$ cat src/sv/pips_pkg.sv
// ----------------------------------------------------------------------------
// pips_pkg
// Types, constants and helper functions for the promoter/inhibitor phenology
// step core.
// ----------------------------------------------------------------------------
`default_nettype none

package pips_pkg;

  localparam int FracBits = 16;
  localparam int LvlW     = 20;
  localparam int OpW      = 26;
  localparam int SumW     = 28;
  localparam int DayW     = 9;
  localparam int DivSteps = 17;
  localparam int MulSteps = 9;

  localparam logic [2:0] RegVariant  = 3'd0;
  localparam logic [2:0] RegInhGains = 3'd1;
  localparam logic [2:0] RegProGains = 3'd2;
  localparam logic [2:0] RegInhWin   = 3'd3;
  localparam logic [2:0] RegProWin   = 3'd4;
  localparam logic [2:0] RegStartDay = 3'd5;
  localparam logic [2:0] RegPriorLen = 3'd6;

  typedef struct packed {
    logic signed [15:0] temperature;
    logic [15:0]        day_fraction;
    logic               season_start;
  } in_item_t;

  typedef struct packed {
    logic                    reached;
    logic [DayW-1:0]         burst_day;
    logic signed [LvlW-1:0]  promoter_level;
    logic signed [LvlW-1:0]  inhibitor_level;
  } out_item_t;

  typedef enum logic [3:0] {
    MUL_A2_RI   = 4'd0,
    MUL_X_I     = 4'd1,
    MUL_INH_F   = 4'd2,
    MUL_A3_RP   = 4'd3,
    MUL_Y_ONEMI = 4'd4,
    MUL_BASE_F  = 4'd5,
    MUL_A4_P    = 4'd6,
    MUL_Z_N     = 4'd7,
    MUL_A1_N    = 4'd8
  } mul_sel_e;

  typedef struct packed {
    logic     load;
    logic     div_step;
    logic     mul_en;
    mul_sel_e mul_sel;
    logic     update;
  } dp_cmd_t;

  typedef struct packed {
    logic        zero;
    logic [16:0] x;
    logic [16:0] span;
  } resp_init_t;

  function automatic resp_init_t resp_setup(input logic [47:0] win,
                                            input logic signed [15:0] t);
    logic signed [16:0] lo;
    logic signed [16:0] op;
    logic signed [16:0] hi;
    logic signed [16:0] tt;
    resp_init_t r;
    lo = {win[15], win[15:0]};
    op = {win[31], win[31:16]};
    hi = {win[47], win[47:32]};
    tt = {t[15], t};
    r.zero = 1'b1;
    r.x    = '0;
    r.span = '1;
    if (lo <= tt && tt <= op) begin
      r.x    = 17'(tt - lo);
      r.span = 17'(op - lo);
      r.zero = (op == lo);
    end else if (op < tt && tt <= hi) begin
      r.x    = 17'(hi - tt);
      r.span = 17'(hi - op);
      r.zero = (hi == op);
    end
    if (tt < lo || tt > hi) begin
      r.zero = 1'b1;
    end
    return r;
  endfunction

  function automatic logic signed [LvlW-1:0] sat_lvl(input logic signed [SumW-1:0] v);
    logic signed [SumW-1:0] hi_lim;
    logic signed [SumW-1:0] lo_lim;
    hi_lim = SumW'(524287);
    lo_lim = -SumW'(524288);
    if (v > hi_lim) begin
      return LvlW'(524287);
    end else if (v < lo_lim) begin
      return LvlW'(-524288);
    end
    return v[LvlW-1:0];
  endfunction

endpackage

`default_nettype wire

$ cat src/sv/pips_dpath.sv
// ----------------------------------------------------------------------------
// pips_dpath
// Datapath: configuration registers, season state, two bit-serial response
// dividers, one shared multiplier and the level update.
// ----------------------------------------------------------------------------
`default_nettype none

module pips_dpath #(
  parameter int SEASON_DAYS = 365
) (
  input  wire logic              clk_i,
  input  wire logic              rst_ni,
  input  wire logic              cfg_we_i,
  input  wire logic [2:0]        cfg_index_i,
  input  wire logic [47:0]       cfg_data_i,
  input  wire pips_pkg::in_item_t  in_data_i,
  input  wire pips_pkg::dp_cmd_t   cmd_i,
  output pips_pkg::out_item_t      out_data_o
);

  localparam int OpW  = pips_pkg::OpW;
  localparam int SumW = pips_pkg::SumW;
  localparam int LvlW = pips_pkg::LvlW;
  localparam int DayW = pips_pkg::DayW;

  logic [3:0]  variant_q;
  logic [31:0] inh_gains_q, pro_gains_q;
  logic [47:0] inh_win_q, pro_win_q;
  logic [DayW-1:0] start_day_q, prior_len_q;

  always_ff @(posedge clk_i or negedge rst_ni) begin
    if (!rst_ni) begin
      variant_q   <= 4'd1;
      inh_gains_q <= '0;
      pro_gains_q <= '0;
      inh_win_q   <= '0;
      pro_win_q   <= '0;
      start_day_q <= DayW'(1);
      prior_len_q <= DayW'(365);
    end else if (cfg_we_i) begin
      unique case (cfg_index_i)
        pips_pkg::RegVariant:  variant_q   <= cfg_data_i[3:0];
        pips_pkg::RegInhGains: inh_gains_q <= cfg_data_i[31:0];
        pips_pkg::RegProGains: pro_gains_q <= cfg_data_i[31:0];
        pips_pkg::RegInhWin:   inh_win_q   <= cfg_data_i;
        pips_pkg::RegProWin:   pro_win_q   <= cfg_data_i;
        pips_pkg::RegStartDay: start_day_q <= cfg_data_i[DayW-1:0];
        pips_pkg::RegPriorLen: prior_len_q <= cfg_data_i[DayW-1:0];
        default: ;
      endcase
    end
  end

  logic signed [LvlW-1:0] inh_q, pro_q;
  logic [DayW-1:0] cur_day_q, days_q, found_day_q;
  logic found_q;
  logic [15:0] f_q;

  logic [17:0] rem_i_q, rem_p_q;
  logic [16:0] span_i_q, span_p_q, q_i_q, q_p_q;
  logic zero_i_q, zero_p_q;
  pips_pkg::resp_init_t ri_init, rp_init;

  assign ri_init = pips_pkg::resp_setup(inh_win_q, in_data_i.temperature);
  assign rp_init = pips_pkg::resp_setup(pro_win_q, in_data_i.temperature);

  logic ge_i, ge_p;
  logic [16:0] sub_i, sub_p;
  assign ge_i  = rem_i_q >= {1'b0, span_i_q};
  assign ge_p  = rem_p_q >= {1'b0, span_p_q};
  assign sub_i = 17'(rem_i_q - {1'b0, span_i_q});
  assign sub_p = 17'(rem_p_q - {1'b0, span_p_q});

  always_ff @(posedge clk_i) begin
    if (cmd_i.load) begin
      f_q      <= in_data_i.day_fraction;
      rem_i_q  <= {1'b0, ri_init.x};
      rem_p_q  <= {1'b0, rp_init.x};
      span_i_q <= ri_init.span;
      span_p_q <= rp_init.span;
      zero_i_q <= ri_init.zero;
      zero_p_q <= rp_init.zero;
      q_i_q    <= '0;
      q_p_q    <= '0;
    end else if (cmd_i.div_step) begin
      q_i_q   <= {q_i_q[15:0], ge_i};
      q_p_q   <= {q_p_q[15:0], ge_p};
      rem_i_q <= ge_i ? {sub_i, 1'b0} : {rem_i_q[16:0], 1'b0};
      rem_p_q <= ge_p ? {sub_p, 1'b0} : {rem_p_q[16:0], 1'b0};
    end
  end

  logic signed [OpW-1:0] x_q, inh_m_q, inhf_q, y_q, base_q, bf_q, z_q, zn_q, an_q;
  logic signed [OpW-1:0] opa, opb, mres;
  logic signed [2*OpW-1:0] prod;
  logic signed [OpW-1:0] a1, a2, a3, a4, r_i, r_p, i0, p0, f_ext, n_ext, onemi;

  assign a1    = OpW'({inh_gains_q[15:0], 4'b0});
  assign a2    = OpW'({inh_gains_q[31:16], 4'b0});
  assign a3    = OpW'({pro_gains_q[15:0], 4'b0});
  assign a4    = OpW'({pro_gains_q[31:16], 4'b0});
  assign r_i   = zero_i_q ? '0 : OpW'(q_i_q);
  assign r_p   = zero_p_q ? '0 : OpW'(q_p_q);
  assign i0    = OpW'(inh_q);
  assign p0    = OpW'(pro_q);
  assign f_ext = OpW'(f_q);
  assign n_ext = OpW'(17'h10000 - {1'b0, f_q});
  assign onemi = OpW'(26'sh10000) - i0;

  always_comb begin
    opa = '0;
    opb = '0;
    unique case (cmd_i.mul_sel)
      pips_pkg::MUL_A2_RI:   begin opa = a2;      opb = r_i;   end
      pips_pkg::MUL_X_I:     begin opa = x_q;     opb = i0;    end
      pips_pkg::MUL_INH_F:   begin opa = inh_m_q; opb = f_ext; end
      pips_pkg::MUL_A3_RP:   begin opa = a3;      opb = r_p;   end
      pips_pkg::MUL_Y_ONEMI: begin opa = y_q;     opb = onemi; end
      pips_pkg::MUL_BASE_F:  begin opa = base_q;  opb = f_ext; end
      pips_pkg::MUL_A4_P:    begin opa = a4;      opb = p0;    end
      pips_pkg::MUL_Z_N:     begin opa = z_q;     opb = n_ext; end
      pips_pkg::MUL_A1_N:    begin opa = a1;      opb = n_ext; end
      default: ;
    endcase
  end

  assign prod = opa * opb;
  assign mres = prod[OpW+pips_pkg::FracBits-1:pips_pkg::FracBits];

  always_ff @(posedge clk_i) begin
    if (cmd_i.mul_en) begin
      unique case (cmd_i.mul_sel)
        pips_pkg::MUL_A2_RI:   x_q     <= mres;
        pips_pkg::MUL_X_I:     inh_m_q <= mres;
        pips_pkg::MUL_INH_F:   inhf_q  <= mres;
        pips_pkg::MUL_A3_RP:   y_q     <= mres;
        pips_pkg::MUL_Y_ONEMI: base_q  <= mres;
        pips_pkg::MUL_BASE_F:  bf_q    <= mres;
        pips_pkg::MUL_A4_P:    z_q     <= mres;
        pips_pkg::MUL_Z_N:     zn_q    <= mres;
        pips_pkg::MUL_A1_N:    an_q    <= mres;
        default: ;
      endcase
    end
  end

  logic signed [SumW-1:0] di, dp, inh_sum, pro_sum;
  logic signed [LvlW-1:0] inh_new, pro_new;
  logic active, burst;
  logic [DayW-1:0] day_inc;

  always_comb begin
    di = '0;
    dp = '0;
    unique case (variant_q)
      4'd1, 4'd2, 4'd4, 4'd5:   di = -SumW'(inh_m_q);
      4'd3, 4'd6:               di = SumW'(an_q) - SumW'(inh_m_q);
      4'd7, 4'd8, 4'd10, 4'd11: di = -SumW'(inhf_q);
      4'd9, 4'd12:              di = SumW'(an_q) - SumW'(inhf_q);
      default:                  di = '0;
    endcase
    unique case (variant_q)
      4'd3, 4'd9:  dp = SumW'(base_q);
      4'd1, 4'd7:  dp = SumW'(base_q) - SumW'(z_q);
      4'd4, 4'd10: dp = SumW'(bf_q) - SumW'(z_q);
      4'd2, 4'd8:  dp = SumW'(base_q) - SumW'(zn_q);
      4'd5, 4'd11: dp = SumW'(bf_q) - SumW'(zn_q);
      4'd6, 4'd12: dp = SumW'(bf_q);
      default:     dp = '0;
    endcase
  end

  assign inh_sum = SumW'(inh_q) + di;
  assign pro_sum = SumW'(pro_q) + dp;
  assign inh_new = pips_pkg::sat_lvl(inh_sum);
  assign pro_new = pips_pkg::sat_lvl(pro_sum);
  assign active  = !found_q && (days_q < DayW'(SEASON_DAYS));
  assign burst   = pro_new >= LvlW'(32'sh10000);
  assign day_inc = cur_day_q + DayW'(1);

  always_ff @(posedge clk_i or negedge rst_ni) begin
    if (!rst_ni) begin
      inh_q       <= LvlW'(32'sh10000);
      pro_q       <= '0;
      cur_day_q   <= DayW'(1);
      days_q      <= '0;
      found_q     <= 1'b0;
      found_day_q <= '0;
    end else if (cmd_i.load && in_data_i.season_start) begin
      inh_q       <= LvlW'(32'sh10000);
      pro_q       <= '0;
      cur_day_q   <= start_day_q;
      days_q      <= '0;
      found_q     <= 1'b0;
      found_day_q <= '0;
    end else if (cmd_i.update && active) begin
      inh_q  <= inh_new;
      pro_q  <= pro_new;
      days_q <= days_q + DayW'(1);
      if (burst) begin
        found_q     <= 1'b1;
        found_day_q <= cur_day_q;
      end else begin
        cur_day_q <= (day_inc > prior_len_q) ? DayW'(1) : day_inc;
      end
    end
  end

  always_ff @(posedge clk_i) begin
    if (cmd_i.update) begin
      if (active) begin
        out_data_o.reached         <= burst;
        out_data_o.burst_day       <= burst ? cur_day_q : '0;
        out_data_o.promoter_level  <= pro_new;
        out_data_o.inhibitor_level <= inh_new;
      end else begin
        out_data_o.reached         <= found_q;
        out_data_o.burst_day       <= found_q ? found_day_q : '0;
        out_data_o.promoter_level  <= pro_q;
        out_data_o.inhibitor_level <= inh_q;
      end
    end
  end

endmodule

`default_nettype wire

$ cat src/sv/pips_ctrl.sv
// ----------------------------------------------------------------------------
// pips_ctrl
// Controller: sequences load, division steps, multiplications and the
// update, and owns the handshakes of both channels.
// ----------------------------------------------------------------------------
`default_nettype none

module pips_ctrl (
  input  wire logic       clk_i,
  input  wire logic       rst_ni,
  input  wire logic       in_valid_i,
  output logic            in_stall_o,
  output logic            out_valid_o,
  input  wire logic       out_stall_i,
  output pips_pkg::dp_cmd_t cmd_o
);

  typedef enum logic [3:0] {
    ST_IDLE = 4'b0001,
    ST_DIV  = 4'b0010,
    ST_MUL  = 4'b0100,
    ST_UPD  = 4'b1000
  } state_e;

  state_e state_q, state_d;
  logic [4:0] cnt_q, cnt_d;
  logic out_valid_q, out_valid_d;
  logic accept, slot_free;

  assign in_stall_o  = state_q != ST_IDLE;
  assign accept      = in_valid_i && !in_stall_o;
  assign slot_free   = !out_valid_q || !out_stall_i;
  assign out_valid_o = out_valid_q;

  always_comb begin
    state_d        = state_q;
    cnt_d          = cnt_q;
    out_valid_d    = out_valid_q && out_stall_i;
    cmd_o.load     = 1'b0;
    cmd_o.div_step = 1'b0;
    cmd_o.mul_en   = 1'b0;
    cmd_o.mul_sel  = pips_pkg::mul_sel_e'(cnt_q[3:0]);
    cmd_o.update   = 1'b0;
    unique case (state_q)
      ST_IDLE: begin
        if (accept) begin
          cmd_o.load = 1'b1;
          cnt_d      = '0;
          state_d    = ST_DIV;
        end
      end
      ST_DIV: begin
        cmd_o.div_step = 1'b1;
        cnt_d          = cnt_q + 5'd1;
        if (cnt_q == 5'(pips_pkg::DivSteps - 1)) begin
          cnt_d   = '0;
          state_d = ST_MUL;
        end
      end
      ST_MUL: begin
        cmd_o.mul_en = 1'b1;
        cnt_d        = cnt_q + 5'd1;
        if (cnt_q == 5'(pips_pkg::MulSteps - 1)) begin
          state_d = ST_UPD;
        end
      end
      ST_UPD: begin
        if (slot_free) begin
          cmd_o.update = 1'b1;
          out_valid_d  = 1'b1;
          state_d      = ST_IDLE;
        end
      end
      default: state_d = ST_IDLE;
    endcase
  end

  always_ff @(posedge clk_i or negedge rst_ni) begin
    if (!rst_ni) begin
      state_q     <= ST_IDLE;
      cnt_q       <= '0;
      out_valid_q <= 1'b0;
    end else begin
      state_q     <= state_d;
      cnt_q       <= cnt_d;
      out_valid_q <= out_valid_d;
    end
  end

endmodule

`default_nettype wire

$ cat src/sv/promoter_inhibitor_phenology_step_core.sv
// ----------------------------------------------------------------------------
// promoter_inhibitor_phenology_step_core
// One simulated day per input transfer: triangular temperature responses,
// inhibitor and promoter update, and burst day tracking.
//
//   channel | direction | handshake          | payload
//   in      | input     | in_valid/in_stall  | in_data_i (temperature, day fraction, start)
//   out     | output    | out_valid/out_stall| out_data_o (reached, day, levels)
//   cfg     | input     | cfg_valid/cfg_ready| cfg_index_i, cfg_data_i
//
// An item passes through one load, 17 steps of the bit-serial response
// dividers, 9 steps of the shared multiplier and one update.
// A new item is taken once the previous one has reached the output register.
// The result waits in the output register while out_stall_i is high.
// Reset restores the configuration registers, the controller and the season state.
// ----------------------------------------------------------------------------
`default_nettype none

module promoter_inhibitor_phenology_step_core #(
  parameter int SEASON_DAYS = 365
) (
  input  wire logic                 clk_i,
  input  wire logic                 rst_ni,
  input  wire logic                 in_valid_i,
  output logic                      in_stall_o,
  input  wire pips_pkg::in_item_t   in_data_i,
  output logic                      out_valid_o,
  input  wire logic                 out_stall_i,
  output pips_pkg::out_item_t       out_data_o,
  input  wire logic                 cfg_valid_i,
  output logic                      cfg_ready_o,
  input  wire logic [2:0]           cfg_index_i,
  input  wire logic [47:0]          cfg_data_i
);

  pips_pkg::dp_cmd_t cmd;

  assign cfg_ready_o = 1'b1;

  pips_ctrl u_ctrl (
    .clk_i       (clk_i),
    .rst_ni      (rst_ni),
    .in_valid_i  (in_valid_i),
    .in_stall_o  (in_stall_o),
    .out_valid_o (out_valid_o),
    .out_stall_i (out_stall_i),
    .cmd_o       (cmd)
  );

  pips_dpath #(
    .SEASON_DAYS (SEASON_DAYS)
  ) u_dpath (
    .clk_i       (clk_i),
    .rst_ni      (rst_ni),
    .cfg_we_i    (cfg_valid_i && cfg_ready_o),
    .cfg_index_i (cfg_index_i),
    .cfg_data_i  (cfg_data_i),
    .in_data_i   (in_data_i),
    .cmd_i       (cmd),
    .out_data_o  (out_data_o)
  );

endmodule

`default_nettype wire

$ cat config.mk
export PLATFORM = sky130hd
export DESIGN_NAME = promoter_inhibitor_phenology_step_core
export DESIGN_NICKNAME = d
export VERILOG_FILES = /design/src/sv/pips_pkg.sv /design/src/sv/pips_dpath.sv /design/src/sv/pips_ctrl.sv /design/src/sv/promoter_inhibitor_phenology_step_core.sv
export SDC_FILE = /design/constraint.sdc
export NUM_CORES = 2
export LEC_CHECK = 0
export ABC_AREA = 1
export BUFFER_PORTS_ARGS = -buffer_cell sky130_fd_sc_hd__buf_2
export CORE_UTILIZATION = 68
export DETAILED_ROUTE_END_ITERATION = 10
export PLACE_DENSITY = 0.9
export SLEW_MARGIN = 25
export SYNTH_ARGS = -nofsm -noshare
export SYNTH_HDL_FRONTEND = slang
export SYNTH_SLANG_ARGS = --single-unit
$ cat constraint.sdc
create_clock -name clk_i -period 17.4 [get_ports clk_i]
set_input_delay 3.48 -clock clk_i [delete_from_list [all_inputs] [get_ports clk_i]]
set_output_delay 3.48 -clock clk_i [all_outputs]
set_load 0.1 [all_outputs]
# Word-level counts from Yosys, hierarchy flattened
# Index checks and enable logic that the tools add are counted.
# W data, S select, Z words.
# op_classes
add_sub_neg	25
mul	1
order_cmp	21
eq_ne	42
muxes	61
n_reduce_logical	54
# op_table
op	n
$pmux W26 S9	1
$mux W20	10
$pmux W26 S7	1
$pmux W28 S6	1
$sub A26 B26 Y27	6
$mux W35	4
$sub A16 B16 Y17	8
$pmux W28 S4	1
$mux W17	6
$mux W9	11
$le A16 B16 Y1	6
$eq A16 B16 Y1	4
$lt A16 B16 Y1	4
$add A20 B28 Y28	2
$gt A28 B20 Y1 const B	2
$lt A28 B20 Y1 const B	2
$neg A26 Y28	2
$mux W50	1
$mul A26 B26 Y42	1
$reduce_and A2 Y1	19
$eq A4 B3 Y1 const B	9
$ge A18 B17 Y1	2
$mux W18	2
$sub A17 B17 Y17	2
other kinds (34)	97
# word_totals
register_bits	666
wordCells	244

# Logic depth before layout (Yosys ltp)
# depth
word_depth	12
mapped_depth	46
mapped_depth_nobuf	45

# By module
# From an unflattened synthesis, not the netlist that was laid out.
# hier_totals
cells_unflattened	8481
hier_area_um2	67597.3
# by_module_without_submodules
mod	instances	cells_each	area_each_um2	seq_area_each_um2
pips_dpath	1	8382	66920.4	18099.9
pips_ctrl	1	97	665.6	251.5
promoter_inhibitor_phenology_step_core	1	2	11.3	0.0

# Least setup slack after synthesis
# No wires, ideal clock.
# synth_path
kind	reg-to-reg
startpoint	register u_ctrl.cnt_q[0]
endpoint	register u_dpath.an_q[25], data pin
setup_ns	0.272
t_arrival_ns	7.548
slack_ns	9.580
path_stages_with_launch	36
path_buffers	2
period_less_slack_ns	7.820
path_cell_list	dfrtp_1 > inv_1 > ha_1 > inv_1 > nor2_1 > clkinv_1 > clkbuf_1 > o311ai_1 > clkbuf_1 > nand2_1 > fa_1 > inv_1 > fa_1 > inv_1 > fa_1 > fa_1 > fa_1 > fa_1 > fa_1 > inv_1 > ha_1 > nand2_1 > nor2_1 > inv_1 > nor4_1 > nand2_1 > nor2_1 > nand2_1 > nand3_1 > inv_1 > nand2_1 > nand2_1 > inv_1 > nand3_1 > nand2_1 > inv_1
# synth_via
elab_chain_cells	4
# synth_lines
element	line_no	text
start, declared	pips_ctrl.sv:26	logic [4:0] cnt_q, cnt_d;
start signal, assigned	pips_ctrl.sv:85	cnt_q <= cnt_d;
$eq A4 B3 Y1 (tied with other cells)	pips_dpath.sv:113	unique case (cmd_i.mul_sel)
$reduce_or A2 Y1 (no line)	n/a	
$pmux W26 S7	pips_dpath.sv:113	
$mul A26 B26 Y42 (*)	pips_dpath.sv:127	assign prod = opa * opb;
net u_dpath.prod[41]	pips_dpath.sv:95	logic signed [2*OpW-1:0] prod;
end signal, assigned	pips_dpath.sv:141	pips_pkg::MUL_A1_N: an_q <= mres;
end, declared	pips_dpath.sv:93	logic signed [OpW-1:0] x_q, inh_m_q, inhf_q, y_q, base_q, bf_q, z_q, zn_q, an_q;
# Mark *: on every way through the listed nets, which the timed path passes. The rest lies on a longest branch.
# A chain may end at the register's enable or synchronous reset.

# Worst setup path in the final report
# layout_path
startpoint	register u_ctrl.cnt_q[1]
endpoint	register u_dpath.zn_q[18], data pin
# layout_via
elab_chain_cells	4
# layout_lines
element	line_no	text
$eq A4 B3 Y1 (tied with other cells)	pips_dpath.sv:113	
$reduce_or A2 Y1 (no line)	n/a	
$pmux W26 S7	pips_dpath.sv:113	
$mul A26 B26 Y42 (*)	pips_dpath.sv:127	
net u_dpath.prod[34]	pips_dpath.sv:95	
end signal, assigned	pips_dpath.sv:140	pips_pkg::MUL_Z_N: zn_q <= mres;
end, declared	pips_dpath.sv:93	
# Marked as above.

==> results.md <==
* Syn_area_per_cell at 7.81 sq um
* Post-CTS Resized at 0
* Unrepaired setup endpoints after global routing: no
* Global Route Usage Sum at 47.2%
* Largest net degree at the start of global routing at 163
* Data arrival, critical path at 11.20 ns
* Crit path max fanout at 38
* First-pass GRT wire length at 363000 um
* Max stage delay cell, worst path: clkinv_1
* Synth Instances at 8712
* DP Wirelength at 188000 um
* Routed Wire Length at 241000 um
* Core ar. at 98900 sq um
* Critical path startpoint category: flip-flop
* Fraction of registers with async set or reset after synthesis at 39.0%
* Post-synth EDFFs at 370
* Final hold vios at 0
* IO buf count at 140
* CTS Sinks at 666
* Netlist Area Pre-Place at 68100 sq um
* Hold Crit Class: flip-flop to flip-flop
* Most frequent cells in the layout: nand2_1, inv_1, o21ai_0
* Initial core utilization at 68.9%
* Io pins at 142
* Total grt overflow at 0
* Die Width at 318 um
* F_max at 92.0 MHz
* Commonest non-fill, non-tap cell in the layout: nand2_1
* Placer Congestion at 1.07
* Share of cells above drive strength 1 at 5.45%
* Final Max Slew Viols at 0
* Cell taking the most area after synthesis: fa_1
* Synth warn at 0
* Residual DRC at 0
* Final setup vio count at 0
* FILL cells at 7436
* #FFs+latches synth at 666
* Initial antenna violation count at 6
* Yosys cell types at 73
* Die ar. at 101000 sq um
* Critical path type: flip-flop to flip-flop
* Max_cap viols at 0
* H-tree depth at 3
* CP Capture Type: flip-flop
* Clock network latency to the later pin of the worst-skew pair at 0.69 ns
* Syn nets at 9907
* Critical path required time at 17.73 ns
* Min Clock Period, post-route at 10.87 ns
* FP Rows at 115
* Antenna viol nets, final at 0
* Clock root cell: clkbuf_16
* Post-route clock period utilization at 62.5%
* Post-layout nets at 9972
* Cells taking the most area after synthesis: fa_1, edfxtp_1, nand2_1, ha_1, dfrtp_1
* Setup TNS Final at 0 ns
* CTS Hold Bufs at 0
* Area delta synth->final at 6.99%
* Max transition margin at 22.2%
* Post CTS Setup Buffer Count at 0
* Drt first pass iters at 7
* Via density per instance at 6.32
* Drt initial violations at 8801
* Worst-Margin Slew at 1.17 ns
* Vias in the first global route at 63400
* Top FF cell, synth: edfxtp_1
* Register area share after synthesis at 27.0%
* Per-cell routed wire length at 23.8 um
* Final Skew at 0.0357 ns
* Clk buf depth at 3
* Status: finished, final reports clean
* Die extent in y at 318 um
* TritonCTS clock tree: built
* Clock-pin slew on the worst setup and hold paths at 0.08 ns
* Via Count at 64000
* Synth top area share at 17.8%
* CP peak stage delay at 0.99 ns
* CTS Buf Count at 74
==> sequential cells by signal, summed over array words and instances, names as in the netlist, 32 cells and up <==
signal,flops
u_dpath.pro_gains_q,32
u_dpath.inh_win_q,48
u_dpath.out_data_o,50
u_dpath.inh_gains_q,32
u_dpath.pro_win_q,48
==> worst paths after layout <==
path	cells past startpoint	startpoint	to	slack, ns
max in group asynchronous	2	rst_ni	u_dpath.pro_gains_q[26]	13.08
max	32	u_ctrl.cnt_q[1]	u_dpath.zn_q[18]	6.53
min in group asynchronous	1	rst_ni	u_dpath.days_q[4]	2.81
min reg2reg	2	u_dpath.q_p_q[16]	u_dpath.q_p_q[16]	0.46
max reg2reg	32	u_ctrl.cnt_q[1]	u_dpath.zn_q[18]	6.53
min	2	u_dpath.q_p_q[16]	u_dpath.q_p_q[16]	0.46
==> through the flow <==
| stage | hold slack, ns | utilization [%] | instance area [sq um] | cells | worst slack [ns] |
|---|---|---|---|---|---|
| 6_report | 0.465 | 73.7 | 72800 | 10100 | 6.53 |
| 5_1_grt | 0.500 | 73.7 | 72800 | 10100 | 6.01 |
| 4_1_cts | 0.465 | 73.6 | 72700 | 10100 | 6.80 |
| 3_5_place_dp | 0.456 | 71.1 | 70300 | 9987 | 6.86 |
| 3_3_place_gp | 0.451 | 71.1 | 70300 | 9987 | 7.14 |
| 2_1_floorplan | 0.441 | - | 68100 | 8712 | 9.58 |
==> layer usage <==
layer / global-route usage [%] / vias up / wire length (um)
met3: 13.3 / 1195 / 32400
li1: - / 28100 / -
met2: 72.5 / 4712 / 105000
met5: 0 / - / 37
met4: 31.5 / 6 / 19200
met1: 58.3 / 30000 / 84400
==> synthesized netlist by cell type (24+ instances only) <==
library cell and instances:
fa_1 605, nand4_1 108, ha_1 501, buf_2 27, a21o_1 26, xor2_1 139
o22ai_1 84, nor4_1 25, clkbuf_1 173, o21ai_1 30, o21bai_1 32, xnor2_1 99
or2_2 37, nor3_1 75, nand2_1 2194, a21oi_1 494, inv_1 1618, edfxtp_1 370
dfxtp_1 36, nand3_1 315, a21boi_0 24, a31oi_1 32, o2111ai_1 31, dfrtp_1 249
nor2_1 503, o21ai_0 612
==> cell families (layout without fill, tap and decap cells) <==
logic type               after synthesis  count (layout)  share of synthesized area [%]
XOR/XNOR                             238             238                           3.06
flip-flops                           666             666                           27.0
AND/OR/NAND/NOR                     3324            3324                           20.1
buffers and inverters               1876            2001                           10.4
other                                  1               3                        0.00551
multiplexers                           1               1                         0.0147
adder cells (fa/ha/maj)             1106            1106                           27.0
AO/OA/AOI/OAI                       1500            1500                           12.4
==> worst max-delay path: cells and delay by family, from the launching register on <==
family,cells,cell delay (ns)
adders and majority gates,9,4.03
buffers and inverters,10,2.58
and+or+nand+nor,8,1.87
AOI/OAI and AO/OA,4,0.82
xor gates and xnor gates,1,0.72
DFF,1,0.42
==> cell type report <==
class | count | area (sq um) | area share (%)
Timing Repair Buffer | 219 | 1330 | 1.82
Clock inverter | 41 | 464 | 0.637
Antenna cell | 2 | 5.00 | 0.00687
Multi-Input combinational cell | 6170 | 42900 | 58.9
Sequential cell | 666 | 18400 | 25.2
Inverter | 1646 | 6180 | 8.48
Clock buffer | 95 | 2010 | 2.76
Tap cell | 1287 | 1610 | 2.21
Power is not shown: default switching activity piles up to over one toggle a cycle in this logic, so the estimate is an artifact.
